**src/hw/rtl/zms_pkg.sv**
```systemverilog
package zms_pkg;

   localparam int LIMIT_W      = 20;
   localparam int SETTING_W    = 16;
   localparam int ID_W         = 16;
   localparam int SENSOR_COUNT = 5;
   localparam int SENSOR_IDX_W = 3;
   localparam int SVEL_W       = LIMIT_W + 1;
   localparam int SDIST_W      = SETTING_W + 1;

   localparam int REQ_DATA_W = 80;
   localparam int REQ_USER_W = 3;
   localparam int RSP_DATA_W = 96;
   localparam int RSP_USER_W = 2;

   localparam int CSR_INDEX_W = 1;

   localparam logic [LIMIT_W-1:0] DEFAULT_LIMIT_RESET = LIMIT_W'(10000);

   // Field positions in the response word that the checker watches.
   localparam int RSP_SV_LSB     = 0;
   localparam int RSP_SD_LSB     = SVEL_W;
   localparam int RSP_MOVING_BIT = SVEL_W + SDIST_W + 2 * LIMIT_W;

   typedef enum logic [REQ_USER_W-1:0] {
      ZONE_IDLE     = 3'd0,
      ZONE_RUN      = 3'd1,
      ZONE_STEPS    = 3'd2,
      ZONE_EYE_STOP = 3'd3
   } mode_type;

   typedef enum logic [RSP_USER_W-1:0] {
      CMD_NONE = 2'd0,
      CMD_STOP = 2'd1,
      CMD_RUN  = 2'd2,
      CMD_MOVE = 2'd3
   } cmd_type;

   typedef enum logic [CSR_INDEX_W-1:0] {
      CSR_DEFAULT_VELOCITY = 1'b0,
      CSR_DEFAULT_ACCEL    = 1'b1
   } csr_index_type;

   // Request word, highest field first (packed struct order).
   typedef struct packed {
      logic [3:0]              pad;
      logic [SETTING_W-1:0]    accel_setting;
      logic [SETTING_W-1:0]    velocity_setting;
      logic                    watchdog_tripped;
      logic                    steps_complete;
      logic [SENSOR_COUNT-1:0] sensor_levels;
      logic                    target_falling;
      logic [SENSOR_IDX_W-1:0] target_sensor;
      logic [SETTING_W-1:0]    move_distance;
      logic                    forward;
      logic [ID_W-1:0]         request_id;
   } req_data_type;

   // Response word, highest field first.
   typedef struct packed {
      logic                      pad;
      logic [ID_W-1:0]           ack_id;
      logic                      zone_moving;
      logic [LIMIT_W-1:0]        accel_limit;
      logic [LIMIT_W-1:0]        velocity_limit;
      logic signed [SDIST_W-1:0] signed_distance;
      logic signed [SVEL_W-1:0]  signed_velocity;
   } rsp_data_type;

   typedef struct packed {
      logic [LIMIT_W-1:0] default_velocity;
      logic [LIMIT_W-1:0] default_accel;
   } limits_type;

endpackage

```
**src/hw/rtl/zms_step.sv**
```systemverilog
module zms_step (
   input  logic                clock,
   input  logic                reset,
   input  logic                advance,
   input  logic [zms_pkg::REQ_USER_W-1:0] zone_mode,
   input  zms_pkg::req_data_type item,
   input  zms_pkg::limits_type   limits,
   output zms_pkg::cmd_type       motor_command,
   output zms_pkg::rsp_data_type  result
);
   import zms_pkg::*;

   logic [ID_W-1:0]         last_request_ff, last_request_in;
   logic                    distance_active_ff, distance_active_in;
   logic                    edge_armed_ff, edge_armed_in;
   logic [SENSOR_IDX_W-1:0] armed_sensor_ff, armed_sensor_in;
   logic                    want_rising_ff, want_rising_in;
   logic                    previous_level_ff, previous_level_in;
   logic                    moving_ff, moving_in;
   logic [ID_W-1:0]         acked_ff, acked_in;

   logic [LIMIT_W-1:0] vlim;
   logic [LIMIT_W-1:0] alim;
   logic signed [SVEL_W-1:0]  run_velocity;
   logic signed [SDIST_W-1:0] move_steps;
   logic                      new_request;
   logic                      armed_level;

   function automatic logic level_of(logic [SENSOR_COUNT-1:0] levels,
                                     logic [SENSOR_IDX_W-1:0] idx);
      logic lv;
      lv = 1'b0;
      for (int i = 0; i < SENSOR_COUNT; i++) begin
         if (idx == SENSOR_IDX_W'(i)) lv = levels[i];
      end
      return lv;
   endfunction

   assign vlim = (item.velocity_setting != '0) ?
                 LIMIT_W'(item.velocity_setting) : limits.default_velocity;
   assign alim = (item.accel_setting != '0) ?
                 LIMIT_W'(item.accel_setting) : limits.default_accel;
   assign run_velocity = item.forward ? $signed({1'b0, vlim}) : -$signed({1'b0, vlim});
   assign move_steps   = item.forward ? $signed({1'b0, item.move_distance})
                                      : -$signed({1'b0, item.move_distance});
   assign new_request  = (item.request_id != last_request_ff);
   assign armed_level  = level_of(item.sensor_levels, armed_sensor_ff);

   always_comb begin
      last_request_in    = last_request_ff;
      distance_active_in = distance_active_ff;
      edge_armed_in      = edge_armed_ff;
      armed_sensor_in    = armed_sensor_ff;
      want_rising_in     = want_rising_ff;
      previous_level_in  = previous_level_ff;
      moving_in          = moving_ff;
      acked_in           = acked_ff;
      motor_command      = CMD_NONE;
      result             = '0;

      if (item.watchdog_tripped) begin
         motor_command      = CMD_STOP;
         distance_active_in = 1'b0;
         edge_armed_in      = 1'b0;
         moving_in          = 1'b0;
      end else begin
         unique case (zone_mode)
            ZONE_RUN: begin
               distance_active_in     = 1'b0;
               edge_armed_in          = 1'b0;
               motor_command          = CMD_RUN;
               result.signed_velocity = run_velocity;
               moving_in              = 1'b1;
            end
            ZONE_IDLE: begin
               distance_active_in = 1'b0;
               edge_armed_in      = 1'b0;
               motor_command      = CMD_STOP;
               moving_in          = 1'b0;
            end
            ZONE_STEPS: begin
               if (new_request) begin
                  last_request_in        = item.request_id;
                  edge_armed_in          = 1'b0;
                  motor_command          = CMD_MOVE;
                  result.signed_distance = move_steps;
                  distance_active_in     = 1'b1;
                  moving_in              = 1'b1;
                  acked_in               = item.request_id;
               end else if (distance_active_ff && item.steps_complete) begin
                  distance_active_in = 1'b0;
                  moving_in          = 1'b0;
               end
            end
            ZONE_EYE_STOP: begin
               if (new_request) begin
                  last_request_in    = item.request_id;
                  distance_active_in = 1'b0;
                  want_rising_in     = !item.target_falling;
                  if (item.target_sensor >= SENSOR_IDX_W'(SENSOR_COUNT)) begin
                     // unknown target: drop to ready, leave any armed stop alone
                     moving_in = 1'b0;
                  end else begin
                     armed_sensor_in        = item.target_sensor;
                     previous_level_in      = level_of(item.sensor_levels,
                                                       item.target_sensor);
                     edge_armed_in          = 1'b1;
                     motor_command          = CMD_RUN;
                     result.signed_velocity = run_velocity;
                     moving_in              = 1'b1;
                     acked_in               = item.request_id;
                  end
               end else if (edge_armed_ff) begin
                  if (armed_level != previous_level_ff &&
                      armed_level == want_rising_ff) begin
                     edge_armed_in = 1'b0;
                     motor_command = CMD_STOP;
                     moving_in     = 1'b0;
                  end
                  previous_level_in = armed_level;
               end
            end
            default: begin
               motor_command = CMD_STOP;
               moving_in     = 1'b0;
            end
         endcase
      end

      result.velocity_limit = vlim;
      result.accel_limit    = alim;
      result.zone_moving    = moving_in;
      result.ack_id         = acked_in;
   end

   always_ff @(posedge clock) begin
      if (reset) begin
         last_request_ff    <= '0;
         distance_active_ff <= 1'b0;
         edge_armed_ff      <= 1'b0;
         armed_sensor_ff    <= '0;
         want_rising_ff     <= 1'b1;
         previous_level_ff  <= 1'b0;
         moving_ff          <= 1'b0;
         acked_ff           <= '0;
      end else if (advance) begin
         last_request_ff    <= last_request_in;
         distance_active_ff <= distance_active_in;
         edge_armed_ff      <= edge_armed_in;
         armed_sensor_ff    <= armed_sensor_in;
         want_rising_ff     <= want_rising_in;
         previous_level_ff  <= previous_level_in;
         moving_ff          <= moving_in;
         acked_ff           <= acked_in;
      end
   end

endmodule

```
**src/hw/rtl/zone_motion_sequencer.sv**
```systemverilog
// Zone motion sequencer: one control tick per request word for one conveyor
// zone. Each accepted word yields exactly one response word carrying the
// motor command (none, stop, run at signed velocity, move signed distance),
// the velocity and acceleration limits, the zone state and the last acked
// request id. A zero speed setting falls back to the default registers at
// csr index 0 (velocity) and 1 (acceleration), both 10000 after reset; write
// them only while no word is in flight. The block takes one word per clock
// unless a stalled response holds it: an input register feeds the tick logic,
// whose state updates in the same edge that loads the response register, so a
// following word sees the new state at once. An accepted word passes from the
// input register to the response register, which drives rsp_tvalid, and a
// stalled response still lets one more word enter the input register.
module zone_motion_sequencer (
   input  logic                                 clock,
   input  logic                                 reset,
   // request word
   input  logic                                 req_tvalid,
   output logic                                 req_tready,
   // tdata from bit 0: request_id[15:0], forward, move_distance[15:0],
   // target_sensor[2:0], target_falling, sensor_levels[4:0], steps_complete,
   // watchdog_tripped, velocity_setting[15:0], accel_setting[15:0], zero fill
   input  logic [zms_pkg::REQ_DATA_W-1:0]       req_tdata,
   // tuser: zone_mode[2:0]
   input  logic [zms_pkg::REQ_USER_W-1:0]       req_tuser,
   // response word
   output logic                                 rsp_tvalid,
   input  logic                                 rsp_tready,
   // tdata from bit 0: signed_velocity[20:0], signed_distance[16:0],
   // velocity_limit[19:0], accel_limit[19:0], zone_moving, ack_id[15:0],
   // zero fill
   output logic [zms_pkg::RSP_DATA_W-1:0]       rsp_tdata,
   // tuser: motor_command[1:0]
   output logic [zms_pkg::RSP_USER_W-1:0]       rsp_tuser,
   // configuration writes
   input  logic                                 csr_we,
   input  logic [zms_pkg::CSR_INDEX_W-1:0]      csr_index,
   input  logic [zms_pkg::LIMIT_W-1:0]          csr_wdata
);
   import zms_pkg::*;

   logic                    in_valid_ff, in_valid_in;
   req_data_type            in_data_ff;
   logic [REQ_USER_W-1:0]   in_mode_ff;
   logic                    out_valid_ff, out_valid_in;
   rsp_data_type            out_data_ff;
   cmd_type                 out_cmd_ff;
   limits_type              limits_ff;

   logic         out_free;
   logic         advance;
   logic         req_take;
   cmd_type      step_cmd;
   rsp_data_type step_result;

   // Response slot is free when empty or being drained this cycle.
   assign out_free   = !out_valid_ff || rsp_tready;
   assign advance    = in_valid_ff && out_free;
   assign req_tready = !in_valid_ff || out_free;
   assign req_take   = req_tvalid && req_tready;

   always_comb begin
      in_valid_in = in_valid_ff;
      if (req_take)     in_valid_in = 1'b1;
      else if (advance) in_valid_in = 1'b0;

      out_valid_in = out_valid_ff;
      if (advance)         out_valid_in = 1'b1;
      else if (rsp_tready) out_valid_in = 1'b0;
   end

   always_ff @(posedge clock) begin
      if (reset) begin
         in_valid_ff  <= 1'b0;
         out_valid_ff <= 1'b0;
      end else begin
         in_valid_ff  <= in_valid_in;
         out_valid_ff <= out_valid_in;
      end
   end

   // Capture the incoming word.
   always_ff @(posedge clock) begin
      if (req_take) begin
         in_data_ff <= req_data_type'(req_tdata);
         in_mode_ff <= req_tuser;
      end
   end

   // Hold the finished word until the sink takes it.
   always_ff @(posedge clock) begin
      if (advance) begin
         out_data_ff <= step_result;
         out_cmd_ff  <= step_cmd;
      end
   end

   // Default limit registers.
   always_ff @(posedge clock) begin
      if (reset) begin
         limits_ff.default_velocity <= DEFAULT_LIMIT_RESET;
         limits_ff.default_accel    <= DEFAULT_LIMIT_RESET;
      end else if (csr_we) begin
         unique case (csr_index)
            CSR_DEFAULT_VELOCITY: limits_ff.default_velocity <= csr_wdata;
            CSR_DEFAULT_ACCEL:    limits_ff.default_accel    <= csr_wdata;
            default: ;
         endcase
      end
   end

   zms_step u_step (
      .clock         (clock),
      .reset         (reset),
      .advance       (advance),
      .zone_mode     (in_mode_ff),
      .item          (in_data_ff),
      .limits        (limits_ff),
      .motor_command (step_cmd),
      .result        (step_result)
   );

   assign rsp_tvalid = out_valid_ff;
   assign rsp_tdata  = RSP_DATA_W'(out_data_ff);
   assign rsp_tuser  = RSP_USER_W'(out_cmd_ff);

endmodule

```
**config.mk**
```make
export PLATFORM = sky130hd
export DESIGN_NAME = zone_motion_sequencer
export DESIGN_NICKNAME = d
export VERILOG_FILES = /design/src/hw/rtl/zms_pkg.sv /design/src/hw/rtl/zms_step.sv /design/src/hw/rtl/zone_motion_sequencer.sv
export SDC_FILE = /design/constraint.sdc
export NUM_CORES = 1
export LEC_CHECK = 0
export ABC_AREA = 1
export BUFFER_PORTS_ARGS = -buffer_cell sky130_fd_sc_hd__buf_2
export CORE_ASPECT_RATIO = 0.8
export CORE_MARGIN = 2
export CORE_UTILIZATION = 60
export CTS_CLUSTER_SIZE = 30
export DETAILED_ROUTE_END_ITERATION = 10
export GPL_ROUTABILITY_DRIVEN = 0
export PLACE_DENSITY = 0.94
export SLEW_MARGIN = 40
export SYNTH_ARGS = -nofsm -noshare
export SYNTH_HDL_FRONTEND = slang
export SYNTH_HIERARCHICAL = 1
export SYNTH_SLANG_ARGS = --single-unit
```
**constraint.sdc**
```tcl
create_clock -name clock -period 17.14 [get_ports clock]
set_input_delay 1.714 -clock clock [delete_from_list [all_inputs] [get_ports clock]]
set_output_delay 1.714 -clock clock [all_outputs]
set_load 0.05 [all_outputs]
```
==> impl_metrics.tcl <==
set metrics [dict create \
    r2r_slack_ns 13.95 \
    p_clk_frac 0.410 \
    design.core.area_um2 18900 \
    cp-end-kind "primary output" \
    p_comb_frac 0.099 \
    initial_utilization 0.607 \
    stdcell_area_um2 13600 \
    h-tree-depth 1 \
    placed_cell_area_um2 12600 \
    cts_sinks 259 \
    cts_hold_buf 0 \
    syn_to_final_growth_pct 18.4 \
    timing.rr.start "in_data_ff[11]" \
    cts_tree "done" \
    worstSetupEndpoint "req_tready" \
    clk_latency_ns 0.53 \
    timing.rr.end "rsp_tdata[8]" \
    critPathRequiredTime_ns 15.43 \
    worst_r2r_path_depth 13 \
    clk_pin_slew_ns 0.06 \
    drt-total-wl_um 26900 \
    avgSynthCellArea_um2 9.44 \
    num_io_pins 209 \
    cts_buffer_depth 3 \
    critPathLaunch "rsp_tready" \
    avgViaCountPerCell 5.47 \
    track_usage 0.263 \
    drc_errors 0 \
    p_leak_nw 5.94 \
    synth_warnings 6 \
    path_class "input pin to primary output" \
    std_cell_rows 45 \
    die_height_um 128 \
    antenna_found_initial 5 \
    fin_cells 1688 \
    status "completed" \
    synth_area_um2 11500 \
    period_share 0.233 \
    cts_buffers 26 \
    final_hold_viol_count 0 \
    cts_root_buf "clkbuf_16" \
    final_layout_size_suffix_gt1_frac 0.210 \
    slew_headroom 0.466 \
    p_int_w 0.00111 \
    hold_path_class "flop to flop" \
    area.sequential_um2 6960 \
    rsz0062_at_grt "false" \
    slew_viol_final 0 \
    ant_nets 0 \
    max_freq_ghz 0.250 \
    io_buffers 204 \
    grt_pass1_vias 8528 \
    dp.cells 1634 \
    p_sw_w 0.000357 \
    critPathMaxFanout 3 \
    p_sw_frac 0.244 \
    drt_pass1_iterations 6 \
    final_nets 1516 \
    vias 9227 \
    fillerInstances 1310 \
    cap_violations 0 \
    ir_drop_mv 0.0862 \
    drt_iter0_drc 997 \
    fin_crit_ns 3.99 \
    power_density_nw_per_um2 108 \
    overflow 0 \
    place_hpwl_um 18400 \
    grt_max_degree 89 \
    tns_ns 0 \
    die_w_um 159 \
    setup_viol 0 \
    syn_nets 1325 \
    seqPwrFrac 0.491 \
    worstSetupStartpointType "input pin" \
    syn_inst 1214 \
    cts_resized 0 \
    worst_slew_pin_slew_ns 0.800 \
    multi_input_area_um2 3660 \
    wire_per_inst_um 15.9 \
    worstPathArrival_ns 2.28 \
    post_cts_buffers 0 \
    grt_pass1_wl_um 42100 \
    finClkSkew_ns 0.0180 \
    die_area_um2 20200 \
]
==> through the flow <==
step           setup slack [ns]  utilization  hold slack, ns  total power, W
6_report                  13.15        0.719           0.452         0.00146
5_1_grt                   13.11        0.719           0.480         0.00151
3_3_place_gp              12.79        0.667           0.434        0.000865
3_5_place_dp              13.14        0.669           0.442        0.000872
2_1_floorplan              7.57            -           0.414        0.000830
4_1_cts                   13.14        0.717           0.453         0.00147
==> per-layer routing <==
metal,global-route usage,part of all wire
met2,0.420,0.46
met4,0.101,0.035
met1,0.364,0.41
met5,0,0
met3,0.0431,0.090
==> power by group through the flow <==
stage | Combinational [W] | Clock [W] | Sequential (W)
floorplan | 0.0000691 | 0 | 0.000761
global placement | 0.000136 | 0 | 0.000729
detailed placement | 0.000142 | 0 | 0.000730
CTS | 0.000143 | 0.000608 | 0.000717
global route | 0.000158 | 0.000635 | 0.000720
finish | 0.000145 | 0.000599 | 0.000717
==> cells in the final DEF (no fill, tap or decap), types with 5 or more instances in the layout <==
cell	instances
nand2_1	216
clkbuf_16	27
nand3_1	85
edfxtp_1	177
xor2_1	23
nor2_1	177
a21oi_1	67
o21ai_0	68
o21ai_1	12
o21bai_1	16
clkinv_2	5
dfxtp_1	82
buf_2	204
o21a_1	7
nor2_2	6
nand2_2	5
o211ai_2	7
nor2_4	7
diode_2	5
clkbuf_1	5
nand4_1	5
inv_1	152
inv_2	8
==> cell type report <==
class / instances / share of cell area
inverter: 164 / 0.0455
timing repair buffer: 209 / 0.0794
clock inverter: 13 / 0.0136
tap: 258 / 0.0238
multi-input combinational: 745 / 0.270
antenna: 5 / 0.000923
clock buffer: 35 / 0.0542
sequential: 259 / 0.513
==> how the worst min path moves through the flow <==
stage,start,end,slack [ns],depth (start not counted)
floorplan,in_data_ff[36],u_step/want_rising_ff,0.41,1
CTS,u_step/distance_active_ff,u_step/distance_active_ff,0.45,2
global route,u_step/distance_active_ff,u_step/distance_active_ff,0.48,2
detailed placement,u_step/distance_active_ff,u_step/distance_active_ff,0.44,2
global placement,u_step/distance_active_ff,u_step/distance_active_ff,0.43,2
finish,u_step/distance_active_ff,u_step/distance_active_ff,0.45,2
==> state kept, by name, summed over array words and instances (netlist names), 2 cells and up <==
name / flops
u_step/armed_sensor_ff: 3
rsp_tuser: 2
in_mode_ff: 3
in_data_ff: 76
rsp_tdata: 96
limits_ff: 40
u_step/acked_ff: 16
u_step/last_request_ff: 16
==> worst max-delay path, cell delays in order <==
cell     delay (ns)
buf_2          0.10
inv_1          0.11
nand3_1        0.12
buf_2          0.24
Note: power is estimated with default switching activity, not from simulation.
